[src/hw/rtl/cprr_pkg.sv]
// ============================================================================
// cprr_pkg - shared constants for the cursor position rotate/reflect block
// Register indexes, rotation codes and field widths that do not depend on
// the coordinate width parameter.
// ============================================================================
package cprr_pkg;

  // Default coordinate width of the input points.
  localparam int COORD_BITS_DEF = 16;

  // Width of the cursor image hotspot registers.
  localparam int HOT_BITS = 9;

  // Width of the rotation word and its fields.
  localparam int ROT_WORD_BITS  = 6;
  localparam int REFLECT_X_BIT  = 4;
  localparam int REFLECT_Y_BIT  = 5;

  // Configuration register indexes.
  localparam int NUM_REGS      = 7;
  localparam int CFG_IDX_BITS  = 3;
  localparam logic [CFG_IDX_BITS-1:0] REG_ROTATION  = 3'd0;
  localparam logic [CFG_IDX_BITS-1:0] REG_MODE_W    = 3'd1;
  localparam logic [CFG_IDX_BITS-1:0] REG_MODE_H    = 3'd2;
  localparam logic [CFG_IDX_BITS-1:0] REG_HOT_X     = 3'd3;
  localparam logic [CFG_IDX_BITS-1:0] REG_HOT_Y     = 3'd4;
  localparam logic [CFG_IDX_BITS-1:0] REG_IMG_HOT_X = 3'd5;
  localparam logic [CFG_IDX_BITS-1:0] REG_IMG_HOT_Y = 3'd6;

  // One-hot rotation codes held in the low nibble of the rotation word.
  localparam logic [3:0] ROT_NIBBLE_MASK = 4'hf;
  localparam logic [3:0] ROT_0   = 4'h1;
  localparam logic [3:0] ROT_90  = 4'h2;
  localparam logic [3:0] ROT_180 = 4'h4;
  localparam logic [3:0] ROT_270 = 4'h8;

  // Reset values of the configuration registers.
  localparam logic [ROT_WORD_BITS-1:0] ROTATION_RST = 6'd1;
  localparam int MODE_W_RST = 1024;
  localparam int MODE_H_RST = 768;

  // Derived axis operation.
  typedef struct packed {
    logic swap;   // hardware X follows point Y
    logic neg_x;  // subtract the X term from the X offset
    logic neg_y;  // subtract the Y term from the Y offset
  } axis_op_t;

endpackage

[src/hw/rtl/cursor_position_rotate_reflect.sv]
// ============================================================================
// cursor_position_rotate_reflect - cursor position mapper for rotated output
// Maps pointer coordinates to the hardware cursor upper-left position for a
// display that is rotated by a multiple of 90 degrees and optionally
// reflected in X and/or Y.
// ============================================================================
//
// The block takes one point item per cycle while the output side is not
// stalled and returns one position item for each; an item passes through the
// input register and then the result register, with a single signed add or
// subtract per axis between them. The configuration registers (rotation
// word, mode size, source hotspot relative to the CRTC origin and the
// hotspot inside the cursor image) are reduced every cycle to an axis
// operation (swap, negate X term, negate Y term) and two offsets, which are
// held in registers; those derived values follow a register write through
// these registers, and items already in flight are not held back meanwhile.
// A rotation nibble that is not exactly one of the four one-hot codes
// is treated as no rotation, while the reflect bits still apply; under a
// 90 or 270 degree rotation reflect X acts on the hardware Y axis and
// reflect Y on the hardware X axis. Results are truncated to COORD_BITS+1
// bits. Writes to an index past the last register are ignored.
//
module cursor_position_rotate_reflect
  import cprr_pkg::*;
#(
  parameter int COORD_BITS = COORD_BITS_DEF
) (
  input  logic                    clk,
  input  logic                    rst_n,
  // configuration write port
  input  logic                    cfg_we,
  input  logic [CFG_IDX_BITS-1:0] cfg_index,
  input  logic [COORD_BITS-1:0]   cfg_wdata,
  // point input
  input  logic                    in_valid,
  output logic                    in_ready,
  input  logic signed [COORD_BITS-1:0] in_point_x,
  input  logic signed [COORD_BITS-1:0] in_point_y,
  // position output
  output logic                    out_valid,
  input  logic                    out_ready,
  output logic signed [COORD_BITS:0] out_hw_pos_x,
  output logic signed [COORD_BITS:0] out_hw_pos_y
);

  // Offsets need two bits beyond the coordinate: mode size minus a negative
  // coordinate, less the image hotspot.
  localparam int OFF_W  = COORD_BITS + 2;
  localparam int MODE_W = COORD_BITS - 1;
  localparam int RES_W  = COORD_BITS + 1;

  // --------------------------------------------------------------------------
  // Configuration registers
  // --------------------------------------------------------------------------
  logic [ROT_WORD_BITS-1:0]     rot_word_r;
  logic [MODE_W-1:0]            mode_w_r;
  logic [MODE_W-1:0]            mode_h_r;
  logic signed [COORD_BITS-1:0] hot_x_r;
  logic signed [COORD_BITS-1:0] hot_y_r;
  logic [HOT_BITS-1:0]          img_hot_x_r;
  logic [HOT_BITS-1:0]          img_hot_y_r;

  always_ff @(posedge clk) begin
    if (!rst_n) begin
      rot_word_r  <= ROTATION_RST;
      mode_w_r    <= MODE_W'(MODE_W_RST);
      mode_h_r    <= MODE_W'(MODE_H_RST);
      hot_x_r     <= '0;
      hot_y_r     <= '0;
      img_hot_x_r <= '0;
      img_hot_y_r <= '0;
    end else if (cfg_we) begin
      unique case (cfg_index)
        REG_ROTATION:  rot_word_r  <= cfg_wdata[ROT_WORD_BITS-1:0];
        REG_MODE_W:    mode_w_r    <= cfg_wdata[MODE_W-1:0];
        REG_MODE_H:    mode_h_r    <= cfg_wdata[MODE_W-1:0];
        REG_HOT_X:     hot_x_r     <= cfg_wdata;
        REG_HOT_Y:     hot_y_r     <= cfg_wdata;
        REG_IMG_HOT_X: img_hot_x_r <= cfg_wdata[HOT_BITS-1:0];
        REG_IMG_HOT_Y: img_hot_y_r <= cfg_wdata[HOT_BITS-1:0];
        default: begin
          // Indexes beyond the register list are ignored.
        end
      endcase
    end
  end

  // --------------------------------------------------------------------------
  // Derivation of the axis operation and the offsets
  // --------------------------------------------------------------------------
  // Rotation first sets which source axis feeds each hardware axis and
  // whether it is mirrored; the reflect bits then toggle the mirroring.
  // Mirroring X is always about the mode width and Y about the mode height.
  logic     rot_swap;
  logic     rot_neg_x;
  logic     rot_neg_y;
  logic     refl_x;
  logic     refl_y;
  axis_op_t axis_op_nxt;
  axis_op_t axis_op_r;

  always_comb begin
    rot_swap  = 1'b0;
    rot_neg_x = 1'b0;
    rot_neg_y = 1'b0;
    unique case (rot_word_r[3:0] & ROT_NIBBLE_MASK)
      ROT_90: begin
        rot_swap  = 1'b1;
        rot_neg_y = 1'b1;
      end
      ROT_180: begin
        rot_neg_x = 1'b1;
        rot_neg_y = 1'b1;
      end
      ROT_270: begin
        rot_swap  = 1'b1;
        rot_neg_x = 1'b1;
      end
      default: begin
        // Rotation 0, and any nibble that is not a single rotation code.
      end
    endcase
    // With the axes swapped the reflect bits trade places.
    refl_x = rot_swap ? rot_word_r[REFLECT_Y_BIT] : rot_word_r[REFLECT_X_BIT];
    refl_y = rot_swap ? rot_word_r[REFLECT_X_BIT] : rot_word_r[REFLECT_Y_BIT];
    axis_op_nxt.swap  = rot_swap;
    axis_op_nxt.neg_x = rot_neg_x ^ refl_x;
    axis_op_nxt.neg_y = rot_neg_y ^ refl_y;
  end

  // The source hotspot goes through the same transform.
  logic signed [OFF_W-1:0] hot_tx;
  logic signed [OFF_W-1:0] hot_ty;
  logic signed [OFF_W-1:0] mode_w_ext;
  logic signed [OFF_W-1:0] mode_h_ext;
  logic signed [OFF_W-1:0] base_x;
  logic signed [OFF_W-1:0] base_y;
  logic signed [OFF_W-1:0] offset_x_nxt;
  logic signed [OFF_W-1:0] offset_y_nxt;
  logic signed [OFF_W-1:0] offset_x_r;
  logic signed [OFF_W-1:0] offset_y_r;

  always_comb begin
    hot_tx     = rot_swap ? OFF_W'(hot_y_r) : OFF_W'(hot_x_r);
    hot_ty     = rot_swap ? OFF_W'(hot_x_r) : OFF_W'(hot_y_r);
    mode_w_ext = OFF_W'({1'b0, mode_w_r});
    mode_h_ext = OFF_W'({1'b0, mode_h_r});
    base_x     = axis_op_nxt.neg_x ? (mode_w_ext - OFF_W'(1) - hot_tx) : hot_tx;
    base_y     = axis_op_nxt.neg_y ? (mode_h_ext - OFF_W'(1) - hot_ty) : hot_ty;
    // The image hotspot moves the upper-left corner back from the hotspot.
    offset_x_nxt = base_x - OFF_W'({1'b0, img_hot_x_r});
    offset_y_nxt = base_y - OFF_W'({1'b0, img_hot_y_r});
  end

  always_ff @(posedge clk) begin
    if (!rst_n) begin
      axis_op_r  <= '0;
      offset_x_r <= '0;
      offset_y_r <= '0;
    end else begin
      axis_op_r  <= axis_op_nxt;
      offset_x_r <= offset_x_nxt;
      offset_y_r <= offset_y_nxt;
    end
  end

  // --------------------------------------------------------------------------
  // Point path: input register, then result register
  // --------------------------------------------------------------------------
  logic                         in_vld_r;
  logic signed [COORD_BITS-1:0] pt_x_r;
  logic signed [COORD_BITS-1:0] pt_y_r;
  logic                         out_vld_r;
  logic signed [RES_W-1:0]      pos_x_r;
  logic signed [RES_W-1:0]      pos_y_r;
  logic                         res_adv;
  logic                         in_adv;

  // The result register takes a new item whenever it is empty or being
  // emptied; the input register likewise, so the pipe streams at full rate.
  assign res_adv  = !out_vld_r || out_ready;
  assign in_ready = !in_vld_r || res_adv;
  assign in_adv   = in_valid && in_ready;

  always_ff @(posedge clk) begin
    if (!rst_n) begin
      in_vld_r <= 1'b0;
    end else if (in_ready) begin
      in_vld_r <= in_valid;
    end
  end

  always_ff @(posedge clk) begin
    if (in_adv) begin
      pt_x_r <= in_point_x;
      pt_y_r <= in_point_y;
    end
  end

  logic signed [OFF_W-1:0] term_x;
  logic signed [OFF_W-1:0] term_y;
  logic signed [OFF_W-1:0] sum_x;
  logic signed [OFF_W-1:0] sum_y;

  always_comb begin
    term_x = axis_op_r.swap ? OFF_W'(pt_y_r) : OFF_W'(pt_x_r);
    term_y = axis_op_r.swap ? OFF_W'(pt_x_r) : OFF_W'(pt_y_r);
    sum_x  = axis_op_r.neg_x ? (offset_x_r - term_x) : (offset_x_r + term_x);
    sum_y  = axis_op_r.neg_y ? (offset_y_r - term_y) : (offset_y_r + term_y);
  end

  always_ff @(posedge clk) begin
    if (!rst_n) begin
      out_vld_r <= 1'b0;
    end else if (res_adv) begin
      out_vld_r <= in_vld_r;
    end
  end

  always_ff @(posedge clk) begin
    if (res_adv && in_vld_r) begin
      pos_x_r <= sum_x[RES_W-1:0];
      pos_y_r <= sum_y[RES_W-1:0];
    end
  end

  assign out_valid    = out_vld_r;
  assign out_hw_pos_x = pos_x_r;
  assign out_hw_pos_y = pos_y_r;

endmodule

[config.mk]
export PLATFORM = sky130hd
export DESIGN_NAME = cursor_position_rotate_reflect
export DESIGN_NICKNAME = d
export VERILOG_FILES = /design/src/hw/rtl/cprr_pkg.sv /design/src/hw/rtl/cursor_position_rotate_reflect.sv
export SDC_FILE = /design/constraint.sdc
export NUM_CORES = 1
export LEC_CHECK = 0
export BUFFER_PORTS_ARGS = -buffer_cell sky130_fd_sc_hd__buf_2
export CAP_MARGIN = 20
export CELL_PAD_IN_SITES_DETAIL_PLACEMENT = 0
export CELL_PAD_IN_SITES_GLOBAL_PLACEMENT = 2
export CORE_ASPECT_RATIO = 0.9
export CORE_MARGIN = 3
export CORE_UTILIZATION = 38
export DETAILED_ROUTE_END_ITERATION = 8
export GPL_TIMING_DRIVEN = 0
export PLACE_DENSITY_LB_ADDON = 0.2
export SLEW_MARGIN = 20
export SYNTH_ARGS = -nofsm -noshare
export SYNTH_HDL_FRONTEND = slang
export SYNTH_SLANG_ARGS = --single-unit
export TNS_END_PERCENT = 10
[constraint.sdc]
create_clock -name clk -period 5.9 [get_ports clk]
set_input_delay 1.18 -clock clk [delete_from_list [all_inputs] [get_ports clk]]
set_output_delay 1.18 -clock clk [all_outputs]
set_load 0.02 [all_outputs]
Word level (Yosys, flattened, before mapping)
Cells that the tools add are included.
Operators by class
  bitwise gates (word level): 2
  reductions and logical operators: 17
  add/sub/neg operators: 10
  multiplexer cells: 13
  eq/ne operators: 9
Operators by type and width (count)
  $mux W17: 8
  $add A17 B17 Y17: 2
  $sub A16 B17 Y17: 2
  $sub A17 B17 Y17: 2
  $sub A17 B9 Y17: 2
  $sub A15 B1 Y16 const B: 2
  $reduce_and A2 Y1: 7
  $eq A3 B3 Y1 const B: 3
  $eq A3 B2 Y1 const B: 2
  $reduce_or A2 Y1: 3
  $mux W1: 5
  $eq A4 B2 Y1 const B: 1
  $eq A4 B3 Y1 const B: 1
  $eq A4 B4 Y1 const B: 1
  $eq A3 B1 Y1 const B: 1
  $logic_not A3 Y1: 1
  $logic_and A1 B1 Y1: 2
  $logic_not A1 Y1: 2
  $logic_or A1 B1 Y1: 2
  $xor A1 B1 Y1: 2
Storage, ports and cells
  word-level logic and storage cells: 69
  register bits: 191
  output and inout bits: 36
  input port bits: 56

Logic depth before layout (Yosys ltp)
Gate-level depths: netlist of run 1.
  depth after elaboration: 7
  gate-level depth with buffers: 26
  gate-level depth less buffers: 22

Worst setup path before layout of run 1
OpenSTA, ideal clock, no wires.
  path type: reg-to-reg
  from: register rot_word_r[1]
  to: register offset_y_r[16]
  period minus slack after synthesis: 5.345 ns
  cell stages (with the launch flop): 26
  path slack: 0.555 ns
  library setup time: 0.121 ns
  data arrival time: 5.224 ns
  cells stage by stage: dfxtp_1 buf_6 xnor2_1 or3_1 buf_6 buf_2 buf_1 buf_1 mux2i_1 fa_1 a211oi_1 o21ai_0 a21oi_1 xnor2_1 nor2_1 a21oi_1 ha_1 o21ai_0 nand2b_1 nand2_1 a21oi_1 o21a_1 or3_4 a221oi_4 nand4_1 mux2_4
Between the ends
  cells in the longest elaborated chain, start to end: 7
  elaborated cells between the ends (all ways): 13
  classes of those cells: 2 x add/sub; 3 x eq/ne; 5 x mux; 1 x bitwise; 2 x reduce/logical
RTL lines
  start, declared: RTL line cursor_position_rotate_reflect.sv:55  | logic [ROT_WORD_BITS-1:0] rot_word_r;
  start signal, assigned: RTL line cursor_position_rotate_reflect.sv:74  | REG_ROTATION: rot_word_r <= cfg_wdata[ROT_WORD_BITS-1:0];
  $eq A4 B2 Y1 or $eq A4 B4 Y1 (tied branches): RTL line cursor_position_rotate_reflect.sv:106  | unique case (rot_word_r[3:0] & ROT_NIBBLE_MASK)
  $reduce_or A2 Y1 (no line)
  $mux W1: RTL line cursor_position_rotate_reflect.sv:106
  $mux W17 or $mux W1 (tied branches): RTL line cursor_position_rotate_reflect.sv:145, cursor_position_rotate_reflect.sv:125
  $sub A16 B17 Y17 or $xor A1 B1 Y1 (tied branches): RTL line cursor_position_rotate_reflect.sv:149, cursor_position_rotate_reflect.sv:128
  $mux W17 *: RTL line cursor_position_rotate_reflect.sv:149  | base_y = axis_op_nxt.neg_y ? (mode_h_ext - OFF_W'(1) - hot_ty) : hot_ty;
  $sub A17 B9 Y17 *: RTL line cursor_position_rotate_reflect.sv:152  | offset_y_nxt = base_y - OFF_W'({1'b0, img_hot_y_r});
  end signal, assigned: RTL line cursor_position_rotate_reflect.sv:163  | offset_y_r <= offset_y_nxt;
  end, declared: RTL line cursor_position_rotate_reflect.sv:141  | logic signed [OFF_W-1:0] offset_y_r;
Every way passes the cells marked *; elsewhere a longest branch is shown, timed or not.
A chain may end at the register's enable or synchronous reset.

Final worst setup path of run 1
  from: register axis_op_r[2] (netlist bit)
  to: register pos_x_r[15], in the netlist out_hw_pos_x[15] (data pin)
Between the ends
  cells in the longest elaborated chain, start to end: 3
  elaborated cells between the ends (all ways): 4
  classes of those cells: 2 x add/sub; 2 x mux
RTL lines
  start, declared: RTL line cursor_position_rotate_reflect.sv:100  | axis_op_t axis_op_r;
  start signal, assigned: RTL line cursor_position_rotate_reflect.sv:161  | axis_op_r <= axis_op_nxt;
  $mux W17 *: RTL line cursor_position_rotate_reflect.sv:206  | term_x = axis_op_r.swap ? OFF_W'(pt_y_r) : OFF_W'(pt_x_r);
  $add A17 B17 Y17 or $sub A17 B17 Y17 (tied branches): RTL line cursor_position_rotate_reflect.sv:208  | sum_x = axis_op_r.neg_x ? (offset_x_r - term_x) : (offset_x_r + term_x);
  $mux W17 *: RTL line cursor_position_rotate_reflect.sv:208
  net sum_x[15]: RTL line cursor_position_rotate_reflect.sv:202  | logic signed [OFF_W-1:0] sum_x;
  end signal, assigned: RTL line cursor_position_rotate_reflect.sv:222  | pos_x_r <= sum_x[RES_W-1:0];
  end, declared: RTL line cursor_position_rotate_reflect.sv:174  | logic signed [RES_W-1:0] pos_x_r;
Mark *: on every way through the listed nets, which the timed path passes. The rest lies on a longest branch.

==> impl_metrics.ini, run 1 <==
[die]
dieArea_mm2 = 0.0354
die-height_um = 179
design.core.area_mm2 = 0.0323
start_util_pct = 39.0
rows = 62
die_x_um = 198
pin_count = 92

[global_route]
grt_max_degree = 33
grt_pass1_vias = 10200
grt_antenna_before_repair = 0
grt_pass1_wl_mm = 56.8
grt-ovfl-total = 0
track_usage_pct = 20.7

[sta]
skew_ps = 17.7
worst_pin_slew_ps = 972
grt_setup_unrepaired = true
fin_crit_ps = 5750
min_period_over_period_pct = 97.4
maxSlewViolCount = 0
finalHoldViolations = 0
setup_violations = 0
worst_hold_slack_ps = 459
fmax_mhz = 174
slew_headroom_pct = 35.2

[critical_path]
worstSetupStartpoint = axis_op_r[2]$_SDFF_PN0_
critical_path_required_ps = 6090
timing.rr.end = out_hw_pos_x[15]$_DFFE_PP_
rrSetupSlack_ps = 150
criticalPathCategory = reg2reg
crit_arrival_ps = 5940
worst_setup_path_start_kind = flip-flop
rr_worst_depth = 17
end_kind = flip-flop
reg2reg_from = axis_op_r[2]$_SDFF_PN0_
cp_max_fo = 10

[min_path]
hold_start = img_hot_x_r[1]$_SDFFE_PN0P_
hold_class = reg2reg
whs_endpoint = img_hot_x_r[1]$_SDFFE_PN0P_
worstHoldPathCells = 2

[synth]
synth_seq_cells = 191
synth_cell_types = 77
syn_inst = 1486
synth_edf_count = 66
avgSynthCellArea_um2 = 8.48
synthesis.nets = 1638
synthFlopType = dfxtp_1
syn_area_mm2 = 0.0126
synthArstFlopShare_pct = 0
ys_seq_area_share_pct = 35.6
ys_warn_count = 0

[clocking]
clkLatencyLatePin_ps = 440
path_clk_slew_ps = 80
cts_sinks = 191
cts_hold_buf = 0
cts-buffers-inserted = 17
clock_path_buffers = 2
clock-root-buffer = clkbuf_16
cts_tree = yes
htreeDepth = 4

[run_status]
outcome = finished clean

[routing]
detail_route.vias_per_cell = 5.30
drc = 0
route.met2.wl_mm = 17.0
vias = 10700
drt-wirelength-per-cell_um = 18.0
wl_met3_mm = 1.16
firstDrtPassIters = 7
drt_wl_total_mm = 36.3
highest_layer = met4
drt_iter0_markers = 646
wl_met1_mm = 17.9
drtAntennaViolNets = 0

[cells_and_area]
drive_above_1_share_pct = 10.1
final_area_mm2 = 0.0142
final_nets = 1746
syn_to_final_growth_pct = 12.5
fillers = 3312

[power]
p_leak_nw = 5.49
report.power.total_mw = 3.62
peakVddDrop_v = 0.000186
power_density_mw_per_mm2 = 255

[run]
cap_violations = 0

[placed_design]
place.gp.congestion = 0.844
dpl_cell_area_mm2 = 0.0136
hpwl_mm = 28.7
port_buffers = 90
==> cell usage in the layout, fill, tap and decap left out, drive strengths merged, types with 23 or more instances in the layout <==
master,synthesis,routed
inv,59,68
nand2b,23,23
nor2,138,138
nand3,30,30
ha,90,90
xnor2,62,62
nand2,219,219
buf,15,104
nor3,49,49
xor2,54,54
mux2i,61,61
edfxtp,66,66
clkbuf,33,53
o21ai,41,41
dfxtp,125,125
a21oi,177,177
==> state kept, by name, summed over array words and instances (netlist names) <==
signal / flops
img_hot_y_r: 9
offset_y_r: 17
hot_y_r: 16
out_hw_pos_x: 17
axis_op_r: 3
mode_h_r: 15
in_vld_r: 1
mode_w_r: 15
img_hot_x_r: 9
pt_x_r: 16
out_hw_pos_y: 17
pt_y_r: 16
offset_x_r: 17
out_valid: 1
hot_x_r: 16
rot_word_r: 6
==> worst max-delay path by stage <==
stage	slack [ps]	endpoint
after detailed placement	-570	offset_x_r[15]$_SDFF_PN0_
after CTS	90	offset_x_r[15]$_SDFF_PN0_
after global placement	-590	offset_x_r[16]$_SDFF_PN0_
final	150	out_hw_pos_x[15]$_DFFE_PP_
after global routing	-360	out_hw_pos_x[15]$_DFFE_PP_
after floorplan	560	offset_y_r[16]$_SDFF_PN0_
==> routing by layer <==
layer	vias up	track usage, %
met5	-	0
met4	0	3.95
met3	15	2.71
met2	148	34.6
met1	5074	29.1
li1	5487	-
==> synth_stat cells (6+ instances only) <==
cell type,n,area (um2)
a211oi_1,13,97.6
a21o_1,20,150
a21oi_1,176,881
a31o_2,6,52.6
a31oi_1,15,93.8
and2_1,14,87.6
and3_1,9,56.3
buf_1,7,26.3
clkbuf_1,33,124
dfxtp_1,125,2500
edfxtp_1,66,1980
fa_1,6,120
ha_1,90,1130
inv_1,57,214
mux2i_1,61,611
nand2_1,219,822
nand2b_1,23,144
nand3_1,30,150
nand3b_1,7,52.6
nand4_1,10,62.6
nor2_1,138,518
nor2b_1,15,93.8
nor3_1,49,245
nor3b_1,10,75.1
nor4_1,8,50.1
o211ai_1,10,75.1
o21a_1,11,82.6
o21ai_0,38,190
o21bai_1,8,60.1
o31ai_1,6,45.0
or3_1,12,75.1
xnor2_1,62,543
xor2_1,54,473
==> worst max-delay path, cell delays in order (launching register included) <==
cell	delay (ps)
dfxtp_1	380
buf_2	240
buf_1	480
buf_1	460
clkbuf_1	570
mux2i_1	320
ha_1	260
o21ai_0	320
ha_1	300
nor2b_1	120
o21ai_0	200
a21boi_0	170
o211ai_1	260
a21oi_1	120
a2111oi_0	720
nor3_1	230
o211ai_1	230
nand3b_1	90
==> repair_timing <==
| action | 4_1_cts | 5_1_grt |
|---|---|---|
| setup buffers | 0 | 0 |
| gates resized for setup | 1 | 0 |
| setup endpoints to repair | 14 | 13 |
| endpoints found under the hold margin | 0 | 0 |
==> kinds of logic (layout without fill, tap and decap cells) <==
group           count (synthesis)  in the layout  synth area share [%]
simple gates                  562            562                  20.5
compound gates                347            347                  17.1
flops                         191            191                  35.6
fa+ha+maj                      96             96                  9.89
other cells                     0              1                     0
buf+inv                       107            228                  3.44
xor+xnor                      116            116                  8.07
mux                            67             67                  5.41
==> cell type report <==
class | instances | area (um2) | area share [%]
clock buffers | 20 | 457 | 3.22
repair buffers | 91 | 478 | 3.37
plain buffers | 46 | 204 | 1.44
diodes | 1 | 2.50 | 0.0177
well taps | 416 | 520 | 3.67
multi-input cells | 1188 | 7690 | 54.3
clock inverters | 12 | 113 | 0.795
inverters | 59 | 221 | 1.56
flip-flops and latches | 191 | 4480 | 31.7
==> power by group <==
part	switching [mW]	leakage, nW	internal, mW
Combinational	0.546	3.56	0.388
Sequential	0.0465	1.65	1.48
Clock	0.572	0.283	0.583
==> stage by stage <==
stage | TNS [ps] | setup WS (ps) | utilization [%] | instances
after floorplan | 0 | 555 | - | 1486
after global placement | -4870 | -588 | 42.0 | 1992
after detailed placement | -4460 | -569 | 42.1 | 1993
after CTS | 0 | 90.1 | 43.9 | 2024
after global routing | -1270 | -361 | 43.9 | 2023
final | 0 | 152 | 43.9 | 2024
No activity file was read; power rests on OpenSTA's default activity.
==> run 2, diff against run 1 <==
--- a/config.mk
+++ b/config.mk
@@ -5,13 +5,13 @@
 export SDC_FILE = /design/constraint.sdc
 export NUM_CORES = 1
 export LEC_CHECK = 0
-export BUFFER_PORTS_ARGS = -buffer_cell sky130_fd_sc_hd__buf_2
-export CAP_MARGIN = 20
+export BUFFER_PORTS_ARGS = -buffer_cell sky130_fd_sc_hd__buf_4
 export CELL_PAD_IN_SITES_DETAIL_PLACEMENT = 0
 export CELL_PAD_IN_SITES_GLOBAL_PLACEMENT = 2
 export CORE_ASPECT_RATIO = 0.9
 export CORE_MARGIN = 3
 export CORE_UTILIZATION = 38
+export CTS_CLUSTER_SIZE = 20
 export DETAILED_ROUTE_END_ITERATION = 8
 export GPL_TIMING_DRIVEN = 0
 export PLACE_DENSITY_LB_ADDON = 0.2
==> run 2 against run 1 <==
- power is 0.57% higher
- hold slack improved by 1.7 ps
- non-clock buffer count did not move
- combinational power is 3.0% higher
- critical path depth up 3
- die area unchanged
- first-iteration DRC count shrank 0.31%
- register-to-register slack gained 250 ps
- clock skew is essentially flat
- routed wire length hardly changed
- clock power about the same
- critical path type unchanged
- largest power group unchanged
==> impl_metrics.ini, run 2 (synthesis results as in run 1) <==
[run_status]
outcome = finished clean

[run]
cap_violations = 0

[critical_path]
criticalPathCategory = reg2reg
worst_setup_path_start_kind = flip-flop
crit_slowest_cell = a221oi_1
cp_max_fo = 26
critical_path_required_ps = 6190
rr_worst_depth = 20
crit_cells = 20
crit_arrival_ps = 5790
cp_top_family = compound AO/OA/AOI/OAI gates
end_kind = flip-flop
path_buf_inv = 3
reg2reg_from = rot_word_r[1]$_SDFFE_PN0P_
rrSetupSlack_ps = 400
timing.rr.end = offset_x_r[16]$_SDFF_PN0_
worstPathCellList = buf_6, xnor2_1, or3_1, buf_6, buf_2, mux2i_1, ha_1, and3_1, a221oi_1, a21oi_1, xor2_1, nor2_1, a21oi_1, ha_1, o21a_1, o31a_1, or3_4, a222oi_1, a31o_1, a21oi_1
timing.critical_path.mode_cell = a21oi_1
cp_slowest_stage_delay_ps = 520

[routing]
drt_iter0_markers = 644
drtAntennaViolNets = 0
detail_route.vias_per_cell = 5.33
firstDrtPassIters = 5
drt-wirelength-per-cell_um = 18.0
drt_wl_total_mm = 36.4
vias = 10800
drc = 0

[power]
peakVddDrop_v = 0.000182
p_leak_nw = 5.57
report.power.total_mw = 3.64
power_density_mw_per_mm2 = 253

[sta]
maxSlewViolCount = 0
fin_crit_ps = 5500
setup_violations = 0
min_period_over_period_pct = 93.2
worst_pin_slew_ps = 975
fmax_mhz = 182
finalHoldViolations = 0
grt_setup_unrepaired = false
skew_ps = 17.2
slew_headroom_pct = 35.0

[die]
die-height_um = 179
dieArea_mm2 = 0.0354
design.core.area_mm2 = 0.0323
start_util_pct = 39.0
rows = 62
die_x_um = 198
pin_count = 92

[clocking]
clock_path_buffers = 2
cts_setup_buffers = 0
path_clk_slew_ps = 80
htreeDepth = 4
cts_tree = yes
clkLatencyLatePin_ps = 440
cts-buffers-inserted = 17
cts_sinks = 191
clock-root-buffer = clkbuf_16

[cells_and_area]
drive_above_1_share_pct = 10.2
syn_to_final_growth_pct = 14.2
n_antenna_cell = 0
most-common-layout-cells = nand2_1, a21oi_1, nor2_1, dfxtp_1, buf_4
final_nets = 1746
final_common_cell = nand2_1
final_util_pct = 44.6

[min_path]
worstHoldPathCells = 2
hold_start = img_hot_x_r[3]$_SDFFE_PN0P_
whs_endpoint = img_hot_x_r[3]$_SDFFE_PN0P_
hold_class = reg2reg

[global_route]
grt_pass1_wl_mm = 56.7
track_usage_pct = 20.8
grt_pass1_vias = 10200
grt_max_degree = 33
grt-ovfl-total = 0
grt_antenna_before_repair = 1

[placed_design]
port_buffers = 90
hpwl_mm = 28.6
place.gp.congestion = 0.876
-- run 2: cell count changes in the layout (fill, tap and decap cells not counted), moves of 2 or more --
cell      before  now
buf_2         94    4
buf_4          1   91
clkbuf_2       0    2
inv_6          6    4
-- run 2: per-stage QoR --
stage	std cells	setup TNS [ps]	setup WS [ps]	hold WS [ps]	instance area, um2
2_1_floorplan	1486	0	555	436	12600
3_3_place_gp	1992	-5500	-626	447	13800
4_1_cts	2024	0	75.5	460	14400
5_1_grt	2023	0	76.0	476	14400
3_5_place_dp	1993	-4620	-565	450	13800
6_report	2023	0	402	461	14400
-- run 2: how the worst max path moves through the flow --
| stage | startpoint | endpoint | slack, ps |
|---|---|---|---|
| 3_3_place_gp | rot_word_r[1]$_SDFFE_PN0P_ | offset_x_r[16]$_SDFF_PN0_ | -630 |
| 6_report | rot_word_r[1]$_SDFFE_PN0P_ | offset_x_r[16]$_SDFF_PN0_ | 400 |
| 5_1_grt | rot_word_r[1]$_SDFFE_PN0P_ | offset_x_r[16]$_SDFF_PN0_ | 80 |
| 3_5_place_dp | rot_word_r[1]$_SDFFE_PN0P_ | offset_x_r[16]$_SDFF_PN0_ | -560 |
| 4_1_cts | rot_word_r[1]$_SDFFE_PN0P_ | offset_x_r[16]$_SDFF_PN0_ | 80 |
| 2_1_floorplan | rot_word_r[1]$_SDFFE_PN0P_ | offset_y_r[16]$_SDFF_PN0_ | 560 |
-- run 2: worst reg2reg max path: stages, from the launching register on --
cell	delay, ps
dfxtp_1	310
buf_6	130
xnor2_1	140
or3_1	210
buf_6	310
buf_2	390
mux2i_1	480
ha_1	370
and3_1	180
a221oi_1	520
a21oi_1	250
xor2_1	190
nor2_1	100
a21oi_1	60
ha_1	360
o21a_1	120
o31a_1	110
or3_4	350
a222oi_1	490
a31o_1	220
a21oi_1	60
-- run 2: cell type report --
class	count	area, um2
buffer	46	206
clock buffer	20	447
clock inverter	12	115
fill	3283	17900
inverter	59	221
multi-input combinational	1188	7690
sequential	191	4480
tap	416	520
timing repair buffer	91	703
-- run 2: where the power goes --
group	switching (mW)	internal, mW
Combinational	0.548	0.414
Clock	0.573	0.572
Sequential	0.0480	1.48
-- run 2: what timing repair did --
| item | 4_1_cts | 5_1_grt |
|---|---|---|
| pin swaps | 0 | 0 |
| gates resized for setup | 1 | 4 |
| gates cloned | 0 | 0 |
| setup endpoints to repair | 14 | 16 |
| hold buffers | 0 | 0 |
-- run 2: routing by layer --
layer  track usage [%]  up-vias  share of wire, %
li1                  -     5493                 -
met1              30.0     5081                49
met2              33.3      186                46
met3              2.67       26               3.5
met4              4.81        0               1.6
met5                 0        -                 0
==> run 3, diff against run 2 <==
--- a/config.mk
+++ b/config.mk
@@ -15,6 +15,7 @@
 export DETAILED_ROUTE_END_ITERATION = 8
 export GPL_TIMING_DRIVEN = 0
 export PLACE_DENSITY_LB_ADDON = 0.2
+export RECOVER_POWER = 25
 export SLEW_MARGIN = 20
 export SYNTH_ARGS = -nofsm -noshare
 export SYNTH_HDL_FRONTEND = slang
==> run 3 against run 2 <==
- register-to-register slack barely moved
- clock power barely moved
- cell area decreased by 0.30%
- clock skew up 1.8 ps
- fmax rose by 0.19%
- routed wire length is essentially flat
- hold slack got worse by 0.97 ps
- count of clock-buffer cells in the layout did not move
- power down 0.11%
- critical path depth unchanged
- the run now ends with capacitance limit, slew limit left
- largest cell class unchanged
- worst setup slack better by 11 ps
- highest routed layer unchanged
- core utilization decreased by 0.14 points
==> impl_metrics.ini, run 3 (synthesis results as in run 1) <==
[run_status]
outcome = finished, violations left
violations = capacitance limit, slew limit

[global_route]
track_usage_pct = 20.8
grt_pass1_vias = 10200
grt_max_degree = 33
grt_pass1_wl_mm = 56.7
grt_antenna_before_repair = 1
grt-ovfl-total = 0

[cells_and_area]
final_util_pct = 44.4
n_antenna_cell = 0
syn_to_final_growth_pct = 13.9
final_common_cell = nand2_1
most-common-layout-cells = nand2_1, a21oi_1, nor2_1, dfxtp_1, ha_1
final_area_mm2 = 0.0143
drive_above_1_share_pct = 9.83
final_nets = 1746
fillers = 3288

[routing]
drt_wl_total_mm = 36.4
drc = 0
firstDrtPassIters = 5
drt-wirelength-per-cell_um = 18.0
detail_route.vias_per_cell = 5.34
drtAntennaViolNets = 0
vias = 10800
drt_iter0_markers = 598

[power]
report.power.total_mw = 3.63
p_leak_nw = 5.54
peakVddDrop_v = 0.000183
power_density_mw_per_mm2 = 253

[placed_design]
place.gp.congestion = 0.876
post-place-ws_ps = -565
port_buffers = 90
dpl_cell_area_mm2 = 0.0138
hpwl_mm = 28.6

[clocking]
clkLatencyLatePin_ps = 450
path_clk_slew_ps = 80
clock_path_buffers = 2
htreeDepth = 4
cts_setup_buffers = 0
cts_sinks = 191
cts-buffers-inserted = 17
cts_hold_buf = 0
clock-root-buffer = clkbuf_16
cts_tree = yes
ctsResizeCount = 1

[sta]
skew_ps = 19.0
slew_headroom_pct = -39.2
setup_violations = 0
grt_setup_unrepaired = false
maxSlewViolCount = 34
worst_pin_slew_ps = 2090
setup_tns_ps = 0
min_period_over_period_pct = 93.0
fin_ws_ps = 412
fin_crit_ps = 5490
fmax_mhz = 182
finalHoldViolations = 0

[die]
rows = 62
die_x_um = 198
pin_count = 92
die-height_um = 179
design.core.area_mm2 = 0.0323
dieArea_mm2 = 0.0354
start_util_pct = 39.0

[critical_path]
worst_setup_path_start_kind = flip-flop
end_kind = flip-flop
criticalPathCategory = reg2reg
critical_path_required_ps = 6190
cp_max_fo = 26
crit_arrival_ps = 5780

[run]
cap_violations = 2

[min_path]
hold_class = reg2reg
==> run 3: metrics by stage <==
stage | std cells | hold WS [ps]
finish | 2023 | 460
global route | 2023 | 476
CTS | 2024 | 460
detailed placement | 1993 | 450
global placement | 1992 | 447
floorplan | 1486 | 436
==> run 3: layout make-up <==
| cell class | instances | area [um2] | share of cell area, % |
|---|---|---|---|
| buffer | 46 | 206 | 1.44 |
| tap | 416 | 520 | 3.63 |
| timing repair buffer | 91 | 668 | 4.66 |
| clock inverter | 12 | 115 | 0.803 |
| inverter | 59 | 221 | 1.54 |
| multi-input combinational | 1188 | 7680 | 53.5 |
| clock buffer | 20 | 447 | 3.11 |
| sequential | 191 | 4480 | 31.3 |
==> run 3: worst max-delay path, stage by stage, from the launching register on <==
cell and delay (ps):
dfxtp_1 310, buf_6 130, xnor2_1 140, or3_1 220, buf_6 310, buf_2 390, mux2i_1 480, ha_1 370
and3_1 180, a221oi_1 510, a21oi_1 250, xor2_1 190, nor2_1 100, a21oi_1 60, ha_1 360, o21a_1 120
o31a_1 110, or3_4 350, a222oi_1 470, a31o_1 220, a21oi_1 50
==> run 3: per-layer routing <==
metal / track usage, % / share of wire [%] / vias up
li1: - / - / 5488
met1: 30.0 / 49 / 5107
met2: 33.3 / 45 / 186
met3: 2.67 / 3.5 / 27
met4: 4.81 / 1.5 / 0
met5: 0 / 0 / -
==> run 3: final timing paths <==
path / slack (ps) / startpoint / cells past startpoint / to
setup reg to reg: 410 / rot_word_r[1]$_SDFFE_PN0P_ / 20 / offset_x_r[16]$_SDFF_PN0_
hold reg to reg: 460 / img_hot_x_r[3]$_SDFFE_PN0P_ / 2 / img_hot_x_r[3]$_SDFFE_PN0P_
setup / recovery: 410 / rot_word_r[1]$_SDFFE_PN0P_ / 20 / offset_x_r[16]$_SDFF_PN0_
hold / removal: 460 / img_hot_x_r[3]$_SDFFE_PN0P_ / 2 / img_hot_x_r[3]$_SDFFE_PN0P_
==> run 3: power by group <==
| part | switching, mW | internal, mW | total, mW | leakage [nW] |
|---|---|---|---|---|
| Clock | 0.575 | 0.572 | 1.15 | 0.278 |
| Sequential | 0.0480 | 1.48 | 1.53 | 1.65 |
| Combinational | 0.546 | 0.410 | 0.956 | 3.61 |
